File: src/hdl/stop_and_wait_crc8_receiver_unit_assert.svh
// Assertion macros used by the receiver's result queue RTL.
`ifndef STOP_AND_WAIT_CRC8_RECEIVER_UNIT_ASSERT_SVH
`define STOP_AND_WAIT_CRC8_RECEIVER_UNIT_ASSERT_SVH

// Same-cycle implication, disabled while reset is asserted.
`define SWC_ASSERT_HOLDS(name, clk_s, rstn_s, pre, post) \
  name: assert property (@(posedge clk_s) disable iff (!rstn_s) (pre) |-> (post)) \
    else $error("receiver assertion failed");

// Next-cycle implication, disabled while reset is asserted.
`define SWC_ASSERT_NEXT(name, clk_s, rstn_s, pre, post) \
  name: assert property (@(posedge clk_s) disable iff (!rstn_s) (pre) |=> (post)) \
    else $error("receiver assertion failed");

`endif

File: src/hdl/swcrc_pkg.sv
// Shared types, constants and tables of the stop-and-wait CRC-8 receiver.
package swcrc_pkg;

  localparam int POS_W       = 17;
  localparam int LEN_W       = 16;
  localparam int SEQ_W       = 16;
  localparam int RETRY_W     = 4;
  localparam int OUTQ_DEPTH  = 4;

  localparam logic [POS_W-1:0] POS_MAX       = '1;
  localparam logic [POS_W-1:0] HDR_BYTES     = 17'd5;
  localparam logic [POS_W-1:0] END_MARK_LEN  = 17'd7;
  localparam logic [POS_W-1:0] END_MARK_LAST = 17'd5;   // pos of 6th byte
  localparam logic [POS_W-1:0] ERR_MARK_LEN  = 17'd36;
  localparam logic [POS_W-1:0] ERR_MARK_LAST = 17'd35;

  localparam logic [RETRY_W-1:0] RETRY_LIMIT_RST = 4'd3;

  localparam logic [7*8-1:0]  END_MARK = {"EOF\t\t\t", 8'h00};
  localparam logic [36*8-1:0] ERR_MARK = {"UNABLE", "_TO_", "COMPLETE", "_THE_", "OPERATION",
                                          "\t\t\t\n"};

  typedef enum logic [2:0] {
    VERDICT_ACK   = 3'd0,
    VERDICT_NACK  = 3'd1,
    VERDICT_ABORT = 3'd2,
    VERDICT_EOT   = 3'd3,
    VERDICT_SRV   = 3'd4
  } verdict_t;

  typedef struct packed {
    logic             is_verdict;
    logic [7:0]       payload_byte;
    logic [2:0]       verdict;
    logic [SEQ_W-1:0] frame_seq;
    logic             last;
  } result_t;

  // Results produced by one accepted request: cnt of 0, 1 or 2, in order r0, r1.
  typedef struct packed {
    logic [1:0] cnt;
    result_t    r0;
    result_t    r1;
  } push_t;

  localparam logic [7:0] CRC_TAB [256] = '{
    8'hea, 8'hd4, 8'h96, 8'ha8, 8'h12, 8'h2c, 8'h6e, 8'h50, 8'h7f, 8'h41, 8'h03, 8'h3d,
    8'h87, 8'hb9, 8'hfb, 8'hc5, 8'ha5, 8'h9b, 8'hd9, 8'he7, 8'h5d, 8'h63, 8'h21, 8'h1f,
    8'h30, 8'h0e, 8'h4c, 8'h72, 8'hc8, 8'hf6, 8'hb4, 8'h8a, 8'h74, 8'h4a, 8'h08, 8'h36,
    8'h8c, 8'hb2, 8'hf0, 8'hce, 8'he1, 8'hdf, 8'h9d, 8'ha3, 8'h19, 8'h27, 8'h65, 8'h5b,
    8'h3b, 8'h05, 8'h47, 8'h79, 8'hc3, 8'hfd, 8'hbf, 8'h81, 8'hae, 8'h90, 8'hd2, 8'hec,
    8'h56, 8'h68, 8'h2a, 8'h14, 8'hb3, 8'h8d, 8'hcf, 8'hf1, 8'h4b, 8'h75, 8'h37, 8'h09,
    8'h26, 8'h18, 8'h5a, 8'h64, 8'hde, 8'he0, 8'ha2, 8'h9c, 8'hfc, 8'hc2, 8'h80, 8'hbe,
    8'h04, 8'h3a, 8'h78, 8'h46, 8'h69, 8'h57, 8'h15, 8'h2b, 8'h91, 8'haf, 8'hed, 8'hd3,
    8'h2d, 8'h13, 8'h51, 8'h6f, 8'hd5, 8'heb, 8'ha9, 8'h97, 8'hb8, 8'h86, 8'hc4, 8'hfa,
    8'h40, 8'h7e, 8'h3c, 8'h02, 8'h62, 8'h5c, 8'h1e, 8'h20, 8'h9a, 8'ha4, 8'he6, 8'hd8,
    8'hf7, 8'hc9, 8'h8b, 8'hb5, 8'h0f, 8'h31, 8'h73, 8'h4d, 8'h58, 8'h66, 8'h24, 8'h1a,
    8'ha0, 8'h9e, 8'hdc, 8'he2, 8'hcd, 8'hf3, 8'hb1, 8'h8f, 8'h35, 8'h0b, 8'h49, 8'h77,
    8'h17, 8'h29, 8'h6b, 8'h55, 8'hef, 8'hd1, 8'h93, 8'had, 8'h82, 8'hbc, 8'hfe, 8'hc0,
    8'h7a, 8'h44, 8'h06, 8'h38, 8'hc6, 8'hf8, 8'hba, 8'h84, 8'h3e, 8'h00, 8'h42, 8'h7c,
    8'h53, 8'h6d, 8'h2f, 8'h11, 8'hab, 8'h95, 8'hd7, 8'he9, 8'h89, 8'hb7, 8'hf5, 8'hcb,
    8'h71, 8'h4f, 8'h0d, 8'h33, 8'h1c, 8'h22, 8'h60, 8'h5e, 8'he4, 8'hda, 8'h98, 8'ha6,
    8'h01, 8'h3f, 8'h7d, 8'h43, 8'hf9, 8'hc7, 8'h85, 8'hbb, 8'h94, 8'haa, 8'he8, 8'hd6,
    8'h6c, 8'h52, 8'h10, 8'h2e, 8'h4e, 8'h70, 8'h32, 8'h0c, 8'hb6, 8'h88, 8'hca, 8'hf4,
    8'hdb, 8'he5, 8'ha7, 8'h99, 8'h23, 8'h1d, 8'h5f, 8'h61, 8'h9f, 8'ha1, 8'he3, 8'hdd,
    8'h67, 8'h59, 8'h1b, 8'h25, 8'h0a, 8'h34, 8'h76, 8'h48, 8'hf2, 8'hcc, 8'h8e, 8'hb0,
    8'hd0, 8'hee, 8'hac, 8'h92, 8'h28, 8'h16, 8'h54, 8'h6a, 8'h45, 8'h7b, 8'h39, 8'h07,
    8'hbd, 8'h83, 8'hc1, 8'hff
  };

  // Byte i of the end-of-transfer marker (i below 7).
  function automatic logic [7:0] end_mark_byte(input logic [2:0] i);
    logic [2:0] k;
    k = 3'd6 - i;
    return END_MARK[{k, 3'b000} +: 8];
  endfunction

  // Byte i of the server-error marker (i below 36).
  function automatic logic [7:0] err_mark_byte(input logic [5:0] i);
    logic [5:0] k;
    k = 6'd35 - i;
    return ERR_MARK[{k, 3'b000} +: 8];
  endfunction

endpackage

File: src/hdl/swcrc_core.sv
// Frame parser: header capture, chained CRC-8, marker match and verdict.
module swcrc_core
  import swcrc_pkg::*;
(
  input  logic               clk,
  input  logic               rst_n,
  input  logic               accept,
  input  logic [7:0]         rx_byte,
  input  logic               frame_end,
  input  logic               cfg_we,
  input  logic [RETRY_W-1:0] cfg_wdata,
  output push_t              push
);

  logic [POS_W-1:0]   pos_r,   pos_nxt;
  logic [LEN_W-1:0]   plen_r,  plen_nxt;
  logic [SEQ_W-1:0]   hseq_r,  hseq_nxt;
  logic [7:0]         hcrc_r,  hcrc_nxt;
  logic [7:0]         rcrc_r,  rcrc_nxt;
  logic [7:0]         ccrc_r,  ccrc_nxt;
  logic [SEQ_W-1:0]   eseq_r,  eseq_nxt;
  logic [RETRY_W-1:0] retry_r, retry_nxt;
  logic               endm_r,  endm_nxt;
  logic               errm_r,  errm_nxt;
  logic [RETRY_W-1:0] limit_r;

  logic               is_pay;
  logic               full_len;
  logic [RETRY_W-1:0] retry_inc;
  logic [SEQ_W-1:0]   vseq;
  verdict_t           vcode;
  result_t            pay_res, ver_res;

  always_comb begin
    pos_nxt   = pos_r;
    plen_nxt  = plen_r;
    hseq_nxt  = hseq_r;
    hcrc_nxt  = hcrc_r;
    rcrc_nxt  = rcrc_r;
    ccrc_nxt  = ccrc_r;
    eseq_nxt  = eseq_r;
    retry_nxt = retry_r;
    endm_nxt  = endm_r;
    errm_nxt  = errm_r;
    vcode     = VERDICT_NACK;
    retry_inc = retry_r + RETRY_W'(1);

    if (pos_r < END_MARK_LEN && rx_byte != end_mark_byte(pos_r[2:0])) begin
      endm_nxt = 1'b0;
    end
    if (pos_r < ERR_MARK_LEN && rx_byte != err_mark_byte(pos_r[5:0])) begin
      errm_nxt = 1'b0;
    end

    // Header bytes, little-endian fields
    if (pos_r == 17'd0) begin
      plen_nxt[7:0] = rx_byte;
    end else if (pos_r == 17'd1) begin
      plen_nxt[15:8] = rx_byte;
    end else if (pos_r == 17'd2) begin
      hseq_nxt[7:0] = rx_byte;
    end else if (pos_r == 17'd3) begin
      hseq_nxt[15:8] = rx_byte;
    end else if (pos_r == 17'd4) begin
      hcrc_nxt = rx_byte;
    end
    // header seq as seen with this byte, kept for the verdict
    vseq = hseq_nxt;

    is_pay = (pos_r >= HDR_BYTES) && (pos_r < HDR_BYTES + POS_W'(plen_r));
    if (is_pay) begin
      rcrc_nxt = CRC_TAB[rcrc_r ^ rx_byte];
    end

    if (pos_r != POS_MAX) begin
      pos_nxt = pos_r + POS_W'(1);
    end

    // frame length >= 5 + length, written as pos >= 4 + length
    full_len = pos_r >= (POS_W'(4) + POS_W'(plen_nxt));

    if (frame_end) begin
      if (endm_nxt && pos_r >= END_MARK_LAST) begin
        vcode     = VERDICT_EOT;
        ccrc_nxt  = '0;
        eseq_nxt  = '0;
        retry_nxt = '0;
      end else if (errm_nxt && pos_r >= ERR_MARK_LAST) begin
        vcode     = VERDICT_SRV;
        ccrc_nxt  = '0;
        eseq_nxt  = '0;
        retry_nxt = '0;
      end else if (full_len && hcrc_nxt == rcrc_nxt && hseq_nxt == eseq_r) begin
        vcode     = VERDICT_ACK;
        ccrc_nxt  = rcrc_nxt;
        eseq_nxt  = eseq_r + SEQ_W'(1);
        retry_nxt = '0;
      end else if (retry_inc >= limit_r) begin
        vcode     = VERDICT_ABORT;
        ccrc_nxt  = '0;
        eseq_nxt  = '0;
        retry_nxt = '0;
      end else begin
        vcode     = VERDICT_NACK;
        retry_nxt = retry_inc;
      end
      // fresh frame
      pos_nxt  = '0;
      plen_nxt = '0;
      hseq_nxt = '0;
      hcrc_nxt = '0;
      rcrc_nxt = ccrc_nxt;
      endm_nxt = 1'b1;
      errm_nxt = 1'b1;
    end
  end

  always_comb begin
    pay_res              = '0;
    pay_res.payload_byte = rx_byte;
    pay_res.last         = ~frame_end;
    ver_res              = '0;
    ver_res.is_verdict   = 1'b1;
    ver_res.verdict      = vcode;
    ver_res.frame_seq    = vseq;
    ver_res.last         = 1'b1;

    push = '0;
    if (accept) begin
      if (is_pay) begin
        push.r0 = pay_res;
        push.r1 = ver_res;
        push.cnt = frame_end ? 2'd2 : 2'd1;
      end else if (frame_end) begin
        push.r0  = ver_res;
        push.cnt = 2'd1;
      end
    end
  end

  always_ff @(posedge clk) begin
    if (!rst_n) begin
      pos_r   <= '0;
      plen_r  <= '0;
      hseq_r  <= '0;
      hcrc_r  <= '0;
      rcrc_r  <= '0;
      ccrc_r  <= '0;
      eseq_r  <= '0;
      retry_r <= '0;
      endm_r  <= 1'b1;
      errm_r  <= 1'b1;
    end else if (accept) begin
      pos_r   <= pos_nxt;
      plen_r  <= plen_nxt;
      hseq_r  <= hseq_nxt;
      hcrc_r  <= hcrc_nxt;
      rcrc_r  <= rcrc_nxt;
      ccrc_r  <= ccrc_nxt;
      eseq_r  <= eseq_nxt;
      retry_r <= retry_nxt;
      endm_r  <= endm_nxt;
      errm_r  <= errm_nxt;
    end
  end

  always_ff @(posedge clk) begin
    if (!rst_n) begin
      limit_r <= RETRY_LIMIT_RST;
    end else if (cfg_we) begin
      limit_r <= cfg_wdata;
    end
  end

endmodule

File: src/hdl/swcrc_outq.sv
// Result queue: takes up to two results per cycle, hands out one when out_stall is low.
`include "stop_and_wait_crc8_receiver_unit_assert.svh"

module swcrc_outq
  import swcrc_pkg::*;
(
  input  logic    clk,
  input  logic    rst_n,
  input  push_t   push,
  output logic    full,
  output logic    out_valid,
  input  logic    out_stall,
  output result_t out_res
);

  localparam int PTR_W = $clog2(OUTQ_DEPTH);
  localparam int CNT_W = $clog2(OUTQ_DEPTH + 1);

  result_t          mem_r [OUTQ_DEPTH];
  logic [PTR_W-1:0] wr_ptr_r, wr_ptr_nxt;
  logic [PTR_W-1:0] rd_ptr_r, rd_ptr_nxt;
  logic [CNT_W-1:0] count_r,  count_nxt;
  logic [PTR_W-1:0] wr_ptr_p1;
  logic             pop;

  assign out_valid = count_r != '0;
  assign out_res   = mem_r[rd_ptr_r];
  assign pop       = out_valid & ~out_stall;
  // room for the worst case of two results
  assign full      = count_r > CNT_W'(OUTQ_DEPTH - 2);

  assign wr_ptr_p1  = wr_ptr_r + PTR_W'(1);
  assign wr_ptr_nxt = wr_ptr_r + PTR_W'(push.cnt);
  assign rd_ptr_nxt = rd_ptr_r + PTR_W'(pop);
  assign count_nxt  = count_r + CNT_W'(push.cnt) - CNT_W'(pop);

  always_ff @(posedge clk) begin
    if (push.cnt != 2'd0) begin
      mem_r[wr_ptr_r] <= push.r0;
    end
    if (push.cnt == 2'd2) begin
      mem_r[wr_ptr_p1] <= push.r1;
    end
  end

  always_ff @(posedge clk) begin
    if (!rst_n) begin
      wr_ptr_r <= '0;
      rd_ptr_r <= '0;
      count_r  <= '0;
    end else begin
      wr_ptr_r <= wr_ptr_nxt;
      rd_ptr_r <= rd_ptr_nxt;
      count_r  <= count_nxt;
    end
  end

  `SWC_ASSERT_HOLDS(a_no_overflow, clk, rst_n, push.cnt != 2'd0,
    count_r <= CNT_W'(OUTQ_DEPTH) - CNT_W'(push.cnt))
  `SWC_ASSERT_HOLDS(a_ptr_track, clk, rst_n, 1'b1, wr_ptr_r == rd_ptr_r + PTR_W'(count_r))
  `SWC_ASSERT_NEXT(a_pair_count, clk, rst_n, push.cnt == 2'd2 && !pop,
    count_r == $past(count_r) + CNT_W'(2))

endmodule

File: src/hdl/stop_and_wait_crc8_receiver_unit.sv
// Top level of the stop-and-wait ARQ receiver with chained CRC-8.
//
// Input channel (in_valid / in_stall): one datagram byte per request, with
// in_frame_end on the last byte. Every frame starts with a 5-byte header:
// length (LE16), sequence (LE16), sender CRC.
// Result channel (out_valid / out_stall): payload bytes are forwarded as
// results with is_verdict low; each frame end adds one verdict result
// (ack, nack, abort, end of transfer, server error) carrying the header seq.
// out_last flags the final result caused by a given input byte.
// Config: cfg_we writes cfg_wdata into retry_limit (reset value 3); the user
// writes it only while idle, which the block itself does not enforce.
// Throughput: one byte per cycle while in_stall is low.
// The whole parse, table lookup and verdict compare sit between the state
// registers and a 4-entry result queue.
// A byte that yields two results (last payload byte with frame end) fills
// the queue twice as fast as it drains, so in_stall rises when fewer than
// two entries are free. If the downstream stalls, the queue fills and
// in_stall follows. Reset (synchronous, rst_n low) empties the queue and
// starts a fresh transfer; no clearing pass is needed.
module stop_and_wait_crc8_receiver_unit
  import swcrc_pkg::*;
(
  input  logic               clk,
  input  logic               rst_n,
  // byte requests
  input  logic               in_valid,
  output logic               in_stall,
  input  logic [7:0]         in_rx_byte,
  input  logic               in_frame_end,
  // results
  output logic               out_valid,
  input  logic               out_stall,
  output logic               out_is_verdict,
  output logic [7:0]         out_payload_byte,
  output logic [2:0]         out_verdict,
  output logic [SEQ_W-1:0]   out_frame_seq,
  output logic               out_last,
  // retry limit register
  input  logic               cfg_we,
  input  logic [RETRY_W-1:0] cfg_wdata
);

  logic    in_accept;
  logic    q_full;
  push_t   push;
  result_t out_res;

  // stall depends on queue occupancy only
  assign in_stall  = q_full;
  assign in_accept = in_valid & ~q_full;

  swcrc_core u_core (
    .clk       (clk),
    .rst_n     (rst_n),
    .accept    (in_accept),
    .rx_byte   (in_rx_byte),
    .frame_end (in_frame_end),
    .cfg_we    (cfg_we),
    .cfg_wdata (cfg_wdata),
    .push      (push)
  );

  swcrc_outq u_outq (
    .clk       (clk),
    .rst_n     (rst_n),
    .push      (push),
    .full      (q_full),
    .out_valid (out_valid),
    .out_stall (out_stall),
    .out_res   (out_res)
  );

  assign out_is_verdict   = out_res.is_verdict;
  assign out_payload_byte = out_res.payload_byte;
  assign out_verdict      = out_res.verdict;
  assign out_frame_seq    = out_res.frame_seq;
  assign out_last         = out_res.last;

endmodule
File: config.mk
export PLATFORM = sky130hd
export DESIGN_NAME = stop_and_wait_crc8_receiver_unit
export DESIGN_NICKNAME = d
export VERILOG_FILES = /design/src/hdl/swcrc_pkg.sv /design/src/hdl/swcrc_core.sv /design/src/hdl/swcrc_outq.sv /design/src/hdl/stop_and_wait_crc8_receiver_unit.sv
export VERILOG_INCLUDE_DIRS = /design/src /design/src/hdl
export SDC_FILE = /design/constraint.sdc
export NUM_CORES = 1
export LEC_CHECK = 0
export BUFFER_PORTS_ARGS = -buffer_cell sky130_fd_sc_hd__clkbuf_2
export CORE_MARGIN = 4
export CORE_UTILIZATION = 45
export DETAILED_ROUTE_END_ITERATION = 6
export PLACE_DENSITY = 0.6
export REMOVE_ABC_BUFFERS = 1
export SYNTH_ARGS = -nofsm -noshare
export SYNTH_HDL_FRONTEND = slang
export SYNTH_HIERARCHICAL = 1
export SYNTH_SLANG_ARGS = --single-unit
export TNS_END_PERCENT = 5
File: constraint.sdc
create_clock -name clk -period 18.3 [get_ports clk]
set_input_delay 2.745 -clock clk [delete_from_list [all_inputs] [get_ports clk]]
set_output_delay 2.745 -clock clk [all_outputs]
set_load 0.01 [all_outputs]
==> flow_metrics.py <==
metrics = {
    "outcome": {
        "status": "complete, no violations",
    },
    "cts": {
        "cts.clk_slew.worst_paths_ns": 0.06,
        "cts_tree": "done",
        "clock_sinks": 222,
        "cts_buffers": 27,
        "htreeDepth": 1,
        "cts_hold_buffers": 0,
        "ctsLongestPathBuffers": 3,
        "root_buffer": "clkbuf_16",
        "clock_latency_ns": 0.57,
        "cts_resized": 0,
        "postCtsSetupRepairBufs": 0,
    },
    "yosys": {
        "yosys.area.top_type": "edfxtp_1",
        "ys_types": 85,
        "synth_common_cells": "154 x nor2_1, 116 x edfxtp_1, 106 x dfxtp_1, 97 x mux2_2, 90 x nand2_1",
        "synthFlopType": "edfxtp_1",
        "ys_seq_area_frac": 0.387,
        "synthTopCellsByArea": "edfxtp_1 24%, dfxtp_1 15%, mux2_2 7.5%",
        "synth_most_common_cell": "nor2_1",
        "yosysWarnings": 6,
        "avgSynthCellArea_um2": 9.99,
        "syn_inst": 1449,
        "synth_top_cell_area_share": 0.241,
        "ys_ff_latch": 222,
        "synth_edf_count": 116,
        "synthArstFlopShare": 0,
        "synth_area_mm2": 0.0145,
    },
    "route": {
        "num_vias": 11300,
        "drtIter0Drc": 928,
        "vias_per_cell": 6.03,
        "wire_per_inst_um": 21.4,
        "drt_first_pass_iters": 5,
        "drc": 0,
        "postRouteAntennaNets": 0,
        "wl_um": 40200,
    },
    "global_route": {
        "grt_max_degree": 55,
        "antenna_found_initial": 0,
        "grt_pass1_wl_um": 63700,
        "grt_pass1_vias": 11100,
        "grt_usage": 0.223,
        "grt_remaining_overflow": 0,
    },
    "min_path": {
        "hp-class": "flop to flop",
    },
    "pwr": {
        "powerDensity_mw_per_mm2": 85.7,
        "total_power_mw": 1.36,
        "p_leak_nw": 5.84,
        "ir_drop_mv": 0.0913,
    },
    "finish": {
        "n_antenna_cell": 0,
        "drive_gt1_frac": 0.188,
        "finalNetCount": 1535,
        "multi_input_area_mm2": 0.00825,
        "fillers": 2944,
        "regArea_mm2": 0.00561,
        "area_delta_synth_final_pct": 9.36,
    },
    "floorplan": {
        "core.rowCount": 65,
        "die-area_mm2": 0.0351,
        "io_pins": 49,
        "core_mm2": 0.0316,
        "fp.dieW_um": 187,
        "die_y_um": 187,
        "start_util": 0.458,
    },
    "sta": {
        "drv_slew": 0,
        "hold_viol": 0,
        "maxSlewHeadroom": 0.267,
        "fin_tns_setup_ns": 0,
        "rsz0062_at_grt": "false",
        "fin_hold_ws_ns": 0.456,
        "fin_skew_ns": 0.0284,
        "period_minus_slack_ns": 8.21,
        "setup_slack_ns": 10.09,
        "fmax_mhz": 122,
        "finalSetupViolCount": 0,
        "period_share": 0.449,
        "tightest_slew_ns": 1.10,
    },
    "place": {
        "hpwl_um": 26300,
        "gp_congestion": 0.891,
        "pre_cts_ws_ns": 9.52,
        "io_buffers": 48,
    },
    "worst_setup_path": {
        "setup.worst_path.end_class": "flop",
        "cp.required_ns": 18.60,
        "criticalPathCategory": "input port to flop",
        "start_kind": "input port",
        "arrival_ns": 8.51,
        "critPathMaxFanout": 40,
    },
    "job": {
        "cap_violations": 0,
    },
}
## report_power, final
part | leakage (nW) | switching, mW | internal (mW)
combinational | 3.52 | 0.159 | 0.105
sequential | 1.88 | 0.0139 | 0.542
clock | 0.434 | 0.220 | 0.317
## through the flow
step | util | cells | instance area (um2)
6_report | 0.500 | 1879 | 15800
5_1_grt | 0.500 | 1879 | 15800
4_1_cts | 0.500 | 1879 | 15800
3_5_place_dp | 0.472 | 1829 | 14900
3_3_place_gp | 0.472 | 1829 | 14900
2_1_floorplan | - | 1356 | 14000
## critical path, cell delays in order
cell	delay, ns
clkbuf_2	0.33
clkinv_1	0.42
o41ai_1	0.60
nand2_1	0.17
nor3_1	0.35
o221ai_1	0.27
nor2_1	0.18
xor2_1	0.19
mux2i_1	0.09
ha_1	0.29
o21ai_0	0.07
nand2b_1	0.09
o221ai_1	0.11
a2111oi_0	0.56
o211ai_1	0.17
or4b_4	0.53
nor4_4	0.14
buf_4	0.44
nor2_1	0.12
a21boi_1	0.20
a21oi_1	0.13
mux2_2	0.29
## cells in the final DEF, fill, tap and decap left out, types with 8 or more instances in the layout
cell type / count
conb_1: 8
and2_1: 12
xnor2_1: 54
nor2_1: 153
buf_4: 23
clkbuf_1: 8
nor3_1: 23
or3_1: 16
mux4_2: 29
nor2b_1: 15
nand4_1: 18
clkbuf_2: 48
clkbuf_16: 28
a31oi_1: 24
edfxtp_1: 116
dfxtp_1: 105
nand2b_1: 12
mux2i_1: 36
xor2_1: 33
o21ai_0: 55
o22ai_1: 9
mux2_2: 97
a22oi_1: 38
nand3_1: 54
nand2_1: 90
mux2_1: 10
and3_1: 21
ha_1: 60
mux2_4: 10
a21oi_1: 62
o211ai_1: 9
a21o_1: 12
inv_1: 41
## per-layer routing
metal / global-route usage / vias up / wire length (um) / share of wire
li1: - / 5375 / - / -
met1: 0.303 / 5561 / 17900 / 0.45
met2: 0.372 / 320 / 18900 / 0.47
met3: 0.0338 / 80 / 2120 / 0.053
met4: 0.0624 / 0 / 1230 / 0.031
met5: 0 / - / 0 / 0
## worst paths after layout
path / cells past startpoint / endpoint / slack (ns) / start
worst min-delay path: 2 / u_core/ccrc_r[5]$_SDFFE_PN0P_ / 0.46 / u_core/ccrc_r[5]$_SDFFE_PN0P_
worst max-delay path: 22 / u_outq/mem_r[1][17]$_DFFE_PP_ / 10.09 / in_rx_byte[4]
worst min register to register: 2 / u_core/ccrc_r[5]$_SDFFE_PN0P_ / 0.46 / u_core/ccrc_r[5]$_SDFFE_PN0P_
worst max register to register: 25 / u_outq/mem_r[1][17]$_DFFE_PP_ / 11.12 / u_core/pos_r[3]$_SDFFE_PN0P_
## state kept, by name, indices dropped and copies added (netlist names)
register,cells
u_core/errm_r,1
u_core/endm_r,1
u_outq/count_r,3
u_core/hseq_r,16
u_outq/mem_r,116
u_outq/wr_ptr_r,2
u_core/limit_r,4
u_core/ccrc_r,8
u_core/eseq_r,16
u_core/pos_r,17
u_core/rcrc_r,8
u_core/retry_r,4
u_outq/rd_ptr_r,2
u_core/plen_r,16
u_core/hcrc_r,8
## cells by family after synthesis
logic type / Yosys count / synth area share
AOI/OAI and AO/OA: 286 / 0.130
DFF: 222 / 0.387
xor gates and xnor gates: 89 / 0.0557
other: 1 / 0.000259
buffers and inverters: 144 / 0.0468
and+or+nand+nor: 464 / 0.163
adders and majority gates: 61 / 0.0532
muxes: 182 / 0.164
## final cells by class
type | count | area share
clock inverters | 9 | 0.00593
repair buffers | 71 | 0.0261
multi-input cells | 1090 | 0.521
clock buffers | 41 | 0.0505
inverters | 44 | 0.0104
flip-flops and latches | 222 | 0.354
well taps | 402 | 0.0318
Power figures use the tool's default switching activity.
